## src/rtl/core/mrope_cos_sin_generator_defines.svh

```systemverilog
// Assertion macros for the cos/sin generator RTL.
`ifndef MROPE_COS_SIN_GENERATOR_DEFINES_SVH
`define MROPE_COS_SIN_GENERATOR_DEFINES_SVH

`ifndef NO_ASSERTIONS
`define MROPE_ASSERT_NOW(label, clk, rstn, ante, cons, msg) \
    label: assert property (@(posedge clk) disable iff (!rstn) (ante) |-> (cons)) \
        else $error(msg);
`define MROPE_ASSERT_NEXT(label, clk, rstn, ante, cons, msg) \
    label: assert property (@(posedge clk) disable iff (!rstn) (ante) |=> (cons)) \
        else $error(msg);
`else
`define MROPE_ASSERT_NOW(label, clk, rstn, ante, cons, msg)
`define MROPE_ASSERT_NEXT(label, clk, rstn, ante, cons, msg)
`endif

`endif

```

## src/rtl/core/mrope_pkg.sv

```systemverilog
package mrope_pkg;

    localparam logic [30:0] Q30_ONE       = 31'h4000_0000;
    localparam logic [60:0] Q30_HALF      = 61'h2000_0000;
    localparam logic [29:0] EIGHTH_TURN   = 30'h2000_0000;
    localparam logic [30:0] HALF_PI_Q30   = 31'd1686629713;
    localparam logic [63:0] INV_TWO_PI_Q32 = 64'd683565276;

    // configuration register indexes
    localparam logic REG_HEIGHT_SECTION = 1'b0;
    localparam logic REG_WIDTH_SECTION  = 1'b1;
    localparam logic [5:0] HEIGHT_SECTION_RST = 6'd20;
    localparam logic [5:0] WIDTH_SECTION_RST  = 6'd20;

    // quadrant of the phase
    localparam logic [1:0] QUAD_I   = 2'd0;
    localparam logic [1:0] QUAD_II  = 2'd1;
    localparam logic [1:0] QUAD_III = 2'd2;

    // Horner steps: one cell each, sine and cosine side by side
    localparam int NUM_CELLS = 4;
    localparam int unsigned SIN_DIVS [NUM_CELLS] = '{72, 42, 20, 6};
    localparam int unsigned COS_DIVS [NUM_CELLS] = '{56, 30, 12, 2};

    typedef struct packed {
        logic [29:0] x;
        logic [29:0] x2;
        logic [30:0] ts;
        logic [30:0] tc;
        logic [1:0]  quad;
        logic        swap;
        logic [5:0]  idx;
        logic        last;
    } lane_t;

    // Elaboration-time helpers for the inverse-frequency table.
    function automatic logic [63:0] mul_q30_c(logic [63:0] a, logic [63:0] b);
        return (a * b + 64'd536870912) >> 30;
    endfunction

    function automatic logic [63:0] isqrt64(logic [63:0] x);
        logic [63:0] rem;
        logic [63:0] res;
        logic [63:0] bt;
        rem = x;
        res = 64'd0;
        bt  = 64'd1 << 62;
        for (int k = 0; k < 32; k++) begin
            if (rem >= res + bt) begin
                rem = rem - (res + bt);
                res = (res >> 1) + bt;
            end else begin
                res = res >> 1;
            end
            bt = bt >> 2;
        end
        return res;
    endfunction

    // log2 of theta in Q32 by repeated squaring of a Q30 mantissa
    function automatic logic [63:0] log2_q32(logic [63:0] theta_in);
        logic [63:0] th;
        logic [63:0] m;
        logic [63:0] frac;
        int n;
        th = (theta_in == 64'd0) ? 64'd1 : theta_in;
        n = 0;
        for (int k = 0; k < 63; k++) begin
            if ((th >> (k + 1)) != 64'd0) n = k + 1;
        end
        m = (n >= 30) ? (th >> (n - 30)) : (th << (30 - n));
        frac = 64'd0;
        for (int j = 0; j < 32; j++) begin
            m = (m * m) >> 30;
            frac = frac << 1;
            if (m >= (64'd2 << 30)) begin
                m = m >> 1;
                frac = frac | 64'd1;
            end
        end
        return (64'(n) << 32) | frac;
    endfunction

    // 2^-expo / (2 pi) as a 32-bit fraction of a turn
    function automatic logic [31:0] inv_turn(logic [63:0] expo);
        logic [63:0] k;
        logic [63:0] f;
        logic [63:0] v;
        logic [63:0] rt;
        logic [63:0] prod;
        int s;
        k  = expo >> 32;
        f  = expo & 64'hFFFF_FFFF;
        v  = 64'd1 << 30;
        rt = isqrt64(64'd1 << 59);
        for (int j = 1; j <= 30; j++) begin
            if (j > 1) rt = isqrt64(rt << 30);
            if (f[32 - j]) v = mul_q30_c(v, rt);
        end
        if (k >= 64'd32) return 32'd0;
        s = 30 + int'(k);
        prod = v * INV_TWO_PI_Q32;
        return 32'((prod + (64'd1 << (s - 1))) >> s);
    endfunction

endpackage

```

## src/rtl/core/mrope_front.sv

```systemverilog
module mrope_front #(
    parameter int HEAD_SIZE  = 128,
    parameter int THETA_BASE = 5000000,
    parameter int POS_BITS   = 20
) (
    input  logic                aclk,
    input  logic                aresetn,
    input  logic                en,
    input  logic                in_valid,
    output logic                in_ready,
    input  logic [19:0]         pos_temporal,
    input  logic [19:0]         pos_height,
    input  logic [19:0]         pos_width,
    input  logic [5:0]          height_section,
    input  logic [5:0]          width_section,
    output logic                lane_valid,
    output mrope_pkg::lane_t    lane
);

    localparam int HalfSlots = HEAD_SIZE / 2;
    localparam int EmitSlots = (HalfSlots > 64) ? 64 : HalfSlots;
    localparam int SlotW     = $clog2(EmitSlots);
    localparam int PosW      = (POS_BITS < 20) ? POS_BITS : 20;
    localparam logic [SlotW-1:0] LastSlot = SlotW'(EmitSlots - 1);
    localparam logic [63:0] Log2Theta = mrope_pkg::log2_q32(64'(THETA_BASE));

    // inverse-frequency table, one entry per slot
    logic [31:0] inv_tab [EmitSlots];
    for (genvar gi = 0; gi < EmitSlots; gi++) begin : g_tab
        localparam logic [63:0] Expo = Log2Theta * 64'(2 * gi) / 64'(HEAD_SIZE);
        assign inv_tab[gi] = mrope_pkg::inv_turn(Expo);
    end

    // slot sequencer
    logic             busy_reg;
    logic [SlotW-1:0] slot_reg;
    logic [1:0]       mod3_reg;
    logic [PosW-1:0]  held_reg [3];
    logic             last_issue;
    logic             accept;
    logic [7:0]       lim_h;
    logic [7:0]       lim_w;
    logic [7:0]       slot_ext;
    logic [PosW-1:0]  pos_sel;
    logic [1:0]       mod3_next;

    assign last_issue = busy_reg && en && (slot_reg == LastSlot);
    assign in_ready   = !busy_reg || last_issue;
    assign accept     = in_valid && in_ready;
    assign lim_h      = {2'b00, height_section} + {1'b0, height_section, 1'b0};
    assign lim_w      = {2'b00, width_section} + {1'b0, width_section, 1'b0};
    assign slot_ext   = 8'(slot_reg);
    assign mod3_next  = (mod3_reg == 2'd2) ? 2'd0 : mod3_reg + 2'd1;

    always_comb begin
        if (mod3_reg == 2'd1 && slot_ext < lim_h) begin
            pos_sel = held_reg[1];
        end else if (mod3_reg == 2'd2 && slot_ext < lim_w) begin
            pos_sel = held_reg[2];
        end else begin
            pos_sel = held_reg[0];
        end
    end

    always_ff @(posedge aclk) begin
        if (!aresetn) begin
            busy_reg <= 1'b0;
            slot_reg <= '0;
            mod3_reg <= 2'd0;
        end else if (accept) begin
            busy_reg <= 1'b1;
            slot_reg <= '0;
            mod3_reg <= 2'd0;
        end else if (busy_reg && en) begin
            slot_reg <= slot_reg + 1'b1;
            mod3_reg <= mod3_next;
            if (last_issue) begin
                busy_reg <= 1'b0;
            end
        end
    end

    always_ff @(posedge aclk) begin
        if (accept) begin
            held_reg[0] <= pos_temporal[PosW-1:0];
            held_reg[1] <= pos_height[PosW-1:0];
            held_reg[2] <= pos_width[PosW-1:0];
        end
    end

    // stage valids
    logic s1_valid_reg, s2_valid_reg, s3_valid_reg, s4_valid_reg, s5_valid_reg;

    always_ff @(posedge aclk) begin
        if (!aresetn) begin
            s1_valid_reg <= 1'b0;
            s2_valid_reg <= 1'b0;
            s3_valid_reg <= 1'b0;
            s4_valid_reg <= 1'b0;
            s5_valid_reg <= 1'b0;
        end else if (en) begin
            s1_valid_reg <= busy_reg;
            s2_valid_reg <= s1_valid_reg;
            s3_valid_reg <= s2_valid_reg;
            s4_valid_reg <= s3_valid_reg;
            s5_valid_reg <= s4_valid_reg;
        end
    end

    // payload: position pick, phase, fold, angle, angle squared
    logic [PosW-1:0]   s1_pos_reg;
    logic [31:0]       s1_inv_reg;
    logic [5:0]        s1_idx_reg, s2_idx_reg, s3_idx_reg, s4_idx_reg, s5_idx_reg;
    logic              s1_last_reg, s2_last_reg, s3_last_reg, s4_last_reg, s5_last_reg;
    logic [31:0]       s2_phase_reg;
    logic [1:0]        s3_quad_reg, s4_quad_reg, s5_quad_reg;
    logic              s3_swap_reg, s4_swap_reg, s5_swap_reg;
    logic [29:0]       s3_r_reg;
    logic [29:0]       s4_x_reg, s5_x_reg;
    logic [29:0]       s5_x2_reg;

    logic [PosW+31:0]  phase_prod;
    logic [29:0]       r_raw;
    logic              swap_now;
    logic [29:0]       r_fold;
    logic [60:0]       x_prod;
    logic [59:0]       x2_prod;

    assign phase_prod = (PosW + 32)'(s1_pos_reg) * (PosW + 32)'(s1_inv_reg);
    assign r_raw      = s2_phase_reg[29:0];
    // fold into the first eighth turn, swapping sine and cosine
    assign swap_now   = r_raw > mrope_pkg::EIGHTH_TURN;
    assign r_fold     = swap_now ? 30'(mrope_pkg::Q30_ONE - {1'b0, r_raw}) : r_raw;
    assign x_prod     = 61'(s3_r_reg) * 61'(mrope_pkg::HALF_PI_Q30);
    assign x2_prod    = 60'(s4_x_reg) * 60'(s4_x_reg) + 60'(mrope_pkg::Q30_HALF);

    always_ff @(posedge aclk) begin
        if (en) begin
            s1_pos_reg   <= pos_sel;
            s1_inv_reg   <= inv_tab[slot_reg];
            s1_idx_reg   <= 6'(slot_reg);
            s1_last_reg  <= (slot_reg == LastSlot);

            s2_phase_reg <= phase_prod[31:0];
            s2_idx_reg   <= s1_idx_reg;
            s2_last_reg  <= s1_last_reg;

            s3_quad_reg  <= s2_phase_reg[31:30];
            s3_swap_reg  <= swap_now;
            s3_r_reg     <= r_fold;
            s3_idx_reg   <= s2_idx_reg;
            s3_last_reg  <= s2_last_reg;

            s4_x_reg     <= 30'(x_prod >> 30);
            s4_quad_reg  <= s3_quad_reg;
            s4_swap_reg  <= s3_swap_reg;
            s4_idx_reg   <= s3_idx_reg;
            s4_last_reg  <= s3_last_reg;

            s5_x2_reg    <= 30'(x2_prod >> 30);
            s5_x_reg     <= s4_x_reg;
            s5_quad_reg  <= s4_quad_reg;
            s5_swap_reg  <= s4_swap_reg;
            s5_idx_reg   <= s4_idx_reg;
            s5_last_reg  <= s4_last_reg;
        end
    end

    assign lane_valid = s5_valid_reg;
    always_comb begin
        lane.x    = s5_x_reg;
        lane.x2   = s5_x2_reg;
        lane.ts   = mrope_pkg::Q30_ONE;
        lane.tc   = mrope_pkg::Q30_ONE;
        lane.quad = s5_quad_reg;
        lane.swap = s5_swap_reg;
        lane.idx  = s5_idx_reg;
        lane.last = s5_last_reg;
    end

endmodule

```

## config.mk

```make
export PLATFORM = sky130hd
export DESIGN_NAME = mrope_front
export DESIGN_NICKNAME = d
export VERILOG_FILES = /design/src/rtl/core/mrope_cos_sin_generator_defines.svh /design/src/rtl/core/mrope_pkg.sv /design/src/rtl/core/mrope_front.sv
export SDC_FILE = /design/constraint.sdc
export NUM_CORES = 2
export LEC_CHECK = 0
export ABC_AREA = 1
export BUFFER_PORTS_ARGS = -buffer_cell sky130_fd_sc_hd__buf_2
export CAP_MARGIN = 20
export CORE_UTILIZATION = 35
export CTS_BUF_LIST = sky130_fd_sc_hd__clkbuf_2 sky130_fd_sc_hd__clkbuf_4 sky130_fd_sc_hd__clkbuf_8
export CTS_CLUSTER_DIAMETER = 120
export CTS_CLUSTER_SIZE = 24
export DETAILED_ROUTE_END_ITERATION = 16
export GPL_ROUTABILITY_DRIVEN = 1
export PLACE_DENSITY_LB_ADDON = 0.1
export SETUP_SLACK_MARGIN = 0.15
export SLEW_MARGIN = 20
export SYNTH_ARGS = -nofsm -noshare
export SYNTH_HDL_FRONTEND = slang
export SYNTH_SLANG_ARGS = --single-unit
```

## constraint.sdc

```tcl
create_clock -name aclk -period 18.4 [get_ports aclk]
set_input_delay 3.68 -clock aclk [delete_from_list [all_inputs] [get_ports aclk]]
set_output_delay 3.68 -clock aclk [all_outputs]
set_load 0.05 [all_outputs]
```

# [Yosys cells after proc, flatten, opt, wreduce, memory -nomap -nowiden]
# Memory sizes are Yosys's and may differ from the RTL's. A register that Yosys moved wholly into a read port is not among the register bits.
# Index checks and enable logic that the tools add are counted.
# W data, S select, Z words.
[word_totals] register_bits=230 latchBits=0 ramBits=60 rom_bits=2048 out_inout_bits=134 memories=2
[mem_list] memory="(name not given)" words=64 width=32 rd=1 rd_clocked_by_memory_dff=1 write_ports=0 line_no="mrope_front.sv:140" rtl="s1_inv_reg <= inv_tab[slot_reg];"
[mem_list] memory="held_reg" words=3 width=20 rd=3 rd_clocked_by_memory_dff=0 write_ports=3 line_no="mrope_front.sv:38" rtl="logic [PosW-1:0] held_reg [3];"
[classes] add_sub_neg=6 multipliers=3 div_mod_pow=0 magnitude_cmp=3 n_eq_ne=3 shift=0 n_mux=9 bitwise=2 n_reduce_logical=11
[op_table] op="$add A60 B30 Y60 const B" n=1
[op_table] op="$mul A30 B30 Y60" n=1
[op_table] op="$mul A30 B31 Y60 const B" n=1
[op_table] op="$mux W20" n=2
[op_table] op="$mul A20 B32 Y32" n=1
[op_table] op="$gt A30 B30 Y1 const B" n=1
[op_table] op="$mux W30" n=1
[op_table] op="$sub A1 B30 Y30 const A" n=1
[op_table] op="$add A6 B7 Y8" n=2
[op_table] op="$lt A6 B8 Y1" n=2
[op_table] op="$not A6 Y7" n=1
[op_table] op="$add A6 B1 Y6 const B" n=1
[op_table] op="$eq A6 B6 Y1 const B" n=1
[op_table] op="$logic_and A1 B1 Y1" n=5
[op_table] op="$mux W1" n=5
[op_table] op="$reduce_bool A2 Y1" n=2
[op_table] op="$add A2 B1 Y2 const B" n=1
[op_table] op="$eq A2 B1 Y1 const B" n=1
[op_table] op="$eq A2 B2 Y1 const B" n=1
[op_table] op="$mux W2" n=1
[op_table] op="$reduce_and A2 Y1" n=1
[op_table] op="$reduce_or A2 Y1" n=1
[op_table] op="$logic_not A1 Y1" n=1
[op_table] op="$logic_or A1 B1 Y1" n=1
[op_table] op="$not A1 Y1" n=1

# [Depth between registers and ports, before layout]
[depth] depth_word=6 depth_mapped=33 mapped_depth_nobuf=31

# [Worst setup path after synthesis]
# Ideal clock, no wire load.
[synth_path] path_kind="input to output" startpoint="input port en" endpoint="output port in_ready" arrival_ps=4084 slack_ps=10636 cell_stages=2 n_path_buf=0 path_cell_list="nand2_1 -> nand2_1"
[synth_via] elab_chain_len=3
[synth_rtl] element="start: declaration" line_no="mrope_front.sv:8" rtl="input logic en,"
[synth_rtl] element="$logic_and A1 B1 Y1 (2 in a row)" line_no="mrope_front.sv:47" rtl="assign last_issue = busy_reg && en && (slot_reg == LastSlot);"
[synth_rtl] element="$logic_or A1 B1 Y1" line_no="mrope_front.sv:48" rtl="assign in_ready = !busy_reg || last_issue;"
[synth_rtl] element="end: declaration" line_no="mrope_front.sv:10" rtl="output logic in_ready,"
# Every way passes these cells.

# [Final worst setup path]
# Ends and elaborated chain as after synthesis.

==> impl_results.md <==
* Count of input and output buffers at 147
* Count of unique library cells instantiated by Yosys at 67
* Clock insertion delay at the later pin of the skew report at 0.80 ns
* FFs w/ async S/R, synth at 0%
* Post-cts resize count at 0
* Vias in the first global route at 56200
* Accumulated negative setup slack at 0 ns
* Tightest Pin Transition at 1.03 ns
* Routed wirelength normalized by instance count at 19.1 um
* Layout Utilization at 37.4%
* Yosys top cell area share at 39.3%
* Proportion of synthesized chip area in sequential cells at 13.4%
* Total track usage at 21.0%
* Synth warnings at 0
* Number of setup buffers added after CTS at 0
* Predominant post-synthesis flop cell: sky130_fd_sc_hd__edfxtp_1
* # placed instances at 10800
* Critical path's most frequent cell: sky130_fd_sc_hd__nand2_1
* Class of the worst hold path: reg -> reg
* Count of state elements after synthesis at 320
* Arrival time at the worst endpoint at 4.58 ns
* Initial core utilization at 35.3%
* Hold Vio Cnt, Final at 0
* Maximum root-to-sink buffer count at 3
* Routability Congestion at 0.911
* Worst reg2reg path depth at 24
* Fraction of layout instances using a drive strength above 1 at 3.81%
* Cell at the slowest stage of the critical path: sky130_fd_sc_hd__buf_8
* Worst Skew at 0.0664 ns
* Largest register FFs at 60
* Post-CTS clock slew at the launch and capture registers of the worst setup and hold paths at 0.15 ns
* Fill cell instance count of the final layout at 21000
* Adder-cell share of the synthesized area at 52.7%
* Post-synthesis compound-gate area fraction at 4.35%
* Number of slew-limit violations in the final report at 0
* Fraction of the mapped netlist area in simple logic gates at 12.9%
* Time the worst path needs with I/O delays and setup at 8.26 ns
* Final critical-path share of the clock period at 44.9%
* Top cells by area, synth: sky130_fd_sc_hd__fa_1 (39%), sky130_fd_sc_hd__ha_1 (13%), sky130_fd_sc_hd__inv_1 (13%)
* Height of the chip at 452 um
* Die Width at 452 um
* DR iter-0 viols at 2600
* Setup crit end kind: output pin
* Syn_area_per_cell at 8.67 um^2
* Largest incremental delay on the critical path at 0.37 ns
* Setup WS pre-CTS at 10.10 ns
* DRC Markers at 0
* Nets at 10400
* Startpoint of the tightest hold check path: s4_idx_reg[2]$_DFFE_PP_
* Leading area contributor after synthesis: sky130_fd_sc_hd__fa_1
* Detailed-router iteration count before antenna repair at 6
* Final standard cell count with taps included and fillers excluded at 10900
* Clock buffers created by TritonCTS at 25
* Crit path buffers/inverters at 2
* I/O Pins at 210
* Total congestion overflow at 0
* Final worst slack at 10.14 ns
* Placement Rows at 164
* Worst flop-to-flop path endpoint: s5_x2_reg[10]$_DFFE_PP_
* Number of enable flip-flop cells after synthesis at 306
* Startpoint type of the worst setup path: input pin
* Number of cells on the worst hold path at 0
* Max transition margin at 31.5%
* Multiplexer area fraction after synthesis at 0%
* Antenna violations before repair at 3
* Critical path, cell by cell: buf_8, nand2_1, nand2_1, buf_2
* Maximum operating frequency at 121 MHz
* Crit Reg-Reg Startpoint: s4_x_reg[22]$_DFFE_PP_
* RSZ-0062 raised after global routing: no
* Largest delay contributor family on the critical path: buffers and inverters
* Hold-critical path endpoint: s5_idx_reg[2]$_DFFE_PP_
* Core Box Area at 200000 um^2
* Cell chosen for the clock root: sky130_fd_sc_hd__clkbuf_8
* Final number of setup-violating endpoints at 0
* Estimated wirelength of the detail-placed design at 172 mm
* Kind of critical path: in -> out
* Biggest fanout along the worst timing path at 48
* Count of maximum capacitance violations at 0
* Maximum number of pins on one net before global-route repair at 153
* Total of hold buffers inserted after clock tree synthesis at 0
* Count of antenna-violating nets left after detailed routing at 0
* Share of the synthesized netlist area taken by xor and xnor gates at 1.63%
* Total routed wirelength at 207 mm
* Clock tree from TritonCTS: done
* First-pass GRT wire length at 329 mm
* Main combinational cell family by area after synthesis: adder cells
* Vias per cell at 4.63
* H-tree depth at 1
* Reg-to-reg setup timing slack at 10.18 ns
* Number of clock sinks at 320
* Post-synthesis instance area at 70700 um^2
* DIE AREA at 204000 um^2
* Cell count after synthesis at 8160
* Data required time of the critical path at 14.72 ns
* Vias after detailed routing at 50400
* Run status: completed
* Area added between synthesis and finish at 5.99%
cell families (layout without fill, tap and decap cells):
kind of cell | Yosys count | in the layout
AOI/OAI and AO/OA | 537 | 537
other | 2 | 63
buffers and inverters | 2758 | 2757
adders and majority gates | 2145 | 2145
and+or+nand+nor | 2267 | 2267
xor gates and xnor gates | 131 | 131
DFF | 320 | 320
how the worst max path moves through the flow:
stage / start / slack (ns) / endpoint / cells after the start
floorplan: en / 10.64 / in_ready / 2
global placement: en / 10.08 / in_ready / 4
detailed placement: en / 10.10 / in_ready / 4
CTS: en / 10.10 / in_ready / 4
global route: s4_x_reg[22]$_DFFE_PP_ / 9.91 / s5_x2_reg[10]$_DFFE_PP_ / 24
finish: en / 10.14 / in_ready / 4
final cells by class:
cell class | count | area (um^2) | area share (%)
diodes | 1 | 2.50 | 0.00334
flip-flops and latches | 320 | 9470 | 12.6
repair buffers | 230 | 1380 | 1.84
inverters | 2482 | 9320 | 12.4
clock buffers | 30 | 382 | 0.509
well taps | 2656 | 3320 | 4.43
clock inverters | 15 | 262 | 0.349
multi-input cells | 5142 | 50800 | 67.8
cell usage after synthesis, types with 9 or more instances:
library cell and count:
sky130_fd_sc_hd__nand4_1 33, sky130_fd_sc_hd__o22ai_1 10, sky130_fd_sc_hd__edfxtp_1 306, sky130_fd_sc_hd__a21oi_1 226, sky130_fd_sc_hd__nand3_1 191, sky130_fd_sc_hd__nor2_1 387, sky130_fd_sc_hd__nor3_1 36, sky130_fd_sc_hd__a21o_1 27
sky130_fd_sc_hd__o21ai_1 9, sky130_fd_sc_hd__nor4_1 11, sky130_fd_sc_hd__a31oi_1 25, sky130_fd_sc_hd__xor2_1 92, sky130_fd_sc_hd__o21bai_1 29, sky130_fd_sc_hd__inv_1 2478, sky130_fd_sc_hd__buf_4 69, sky130_fd_sc_hd__nand3b_1 28
sky130_fd_sc_hd__buf_2 29, sky130_fd_sc_hd__dfxtp_1 14, sky130_fd_sc_hd__buf_1 27, sky130_fd_sc_hd__fa_1 1387, sky130_fd_sc_hd__nand2_1 1549, sky130_fd_sc_hd__clkbuf_1 149, sky130_fd_sc_hd__xnor2_1 38, sky130_fd_sc_hd__o21ai_0 149
sky130_fd_sc_hd__ha_1 758
layout by cell type, fill, tap and decap left out, types with 27 or more instances in the layout:
master,netlist,final
sky130_fd_sc_hd__a21o_1,27,27
sky130_fd_sc_hd__a21oi_1,226,226
sky130_fd_sc_hd__buf_2,29,146
sky130_fd_sc_hd__buf_4,69,82
sky130_fd_sc_hd__conb_1,2,62
sky130_fd_sc_hd__edfxtp_1,306,306
sky130_fd_sc_hd__fa_1,1387,1387
sky130_fd_sc_hd__ha_1,758,758
sky130_fd_sc_hd__inv_1,2478,2477
sky130_fd_sc_hd__nand2_1,1549,1549
sky130_fd_sc_hd__nand3_1,191,191
sky130_fd_sc_hd__nand3b_1,28,28
sky130_fd_sc_hd__nand4_1,33,33
sky130_fd_sc_hd__nor2_1,387,387
sky130_fd_sc_hd__nor3_1,36,36
sky130_fd_sc_hd__o21ai_0,149,149
sky130_fd_sc_hd__o21bai_1,29,29
sky130_fd_sc_hd__xnor2_1,38,38
sky130_fd_sc_hd__xor2_1,92,92
stage by stage:
stage          hold WS, ns  cell area [um^2]
4_1_cts              0.425             75000
6_report             0.430             75000
3_5_place_dp         0.405             74300
3_3_place_gp         0.402             74300
5_1_grt              0.444             75000
2_1_floorplan        0.400             71000
routing by layer:
metal | GRT usage, % | wire, um
met5 | 0 | 17
met4 | 3.70 | 3890
met3 | 1.52 | 6990
met2 | 37.4 | 104000
met1 | 28.0 | 92500
Power is left out: the tool's default activity adds up to more than one toggle a clock period on the data nets, which glitch-free logic cannot reach.
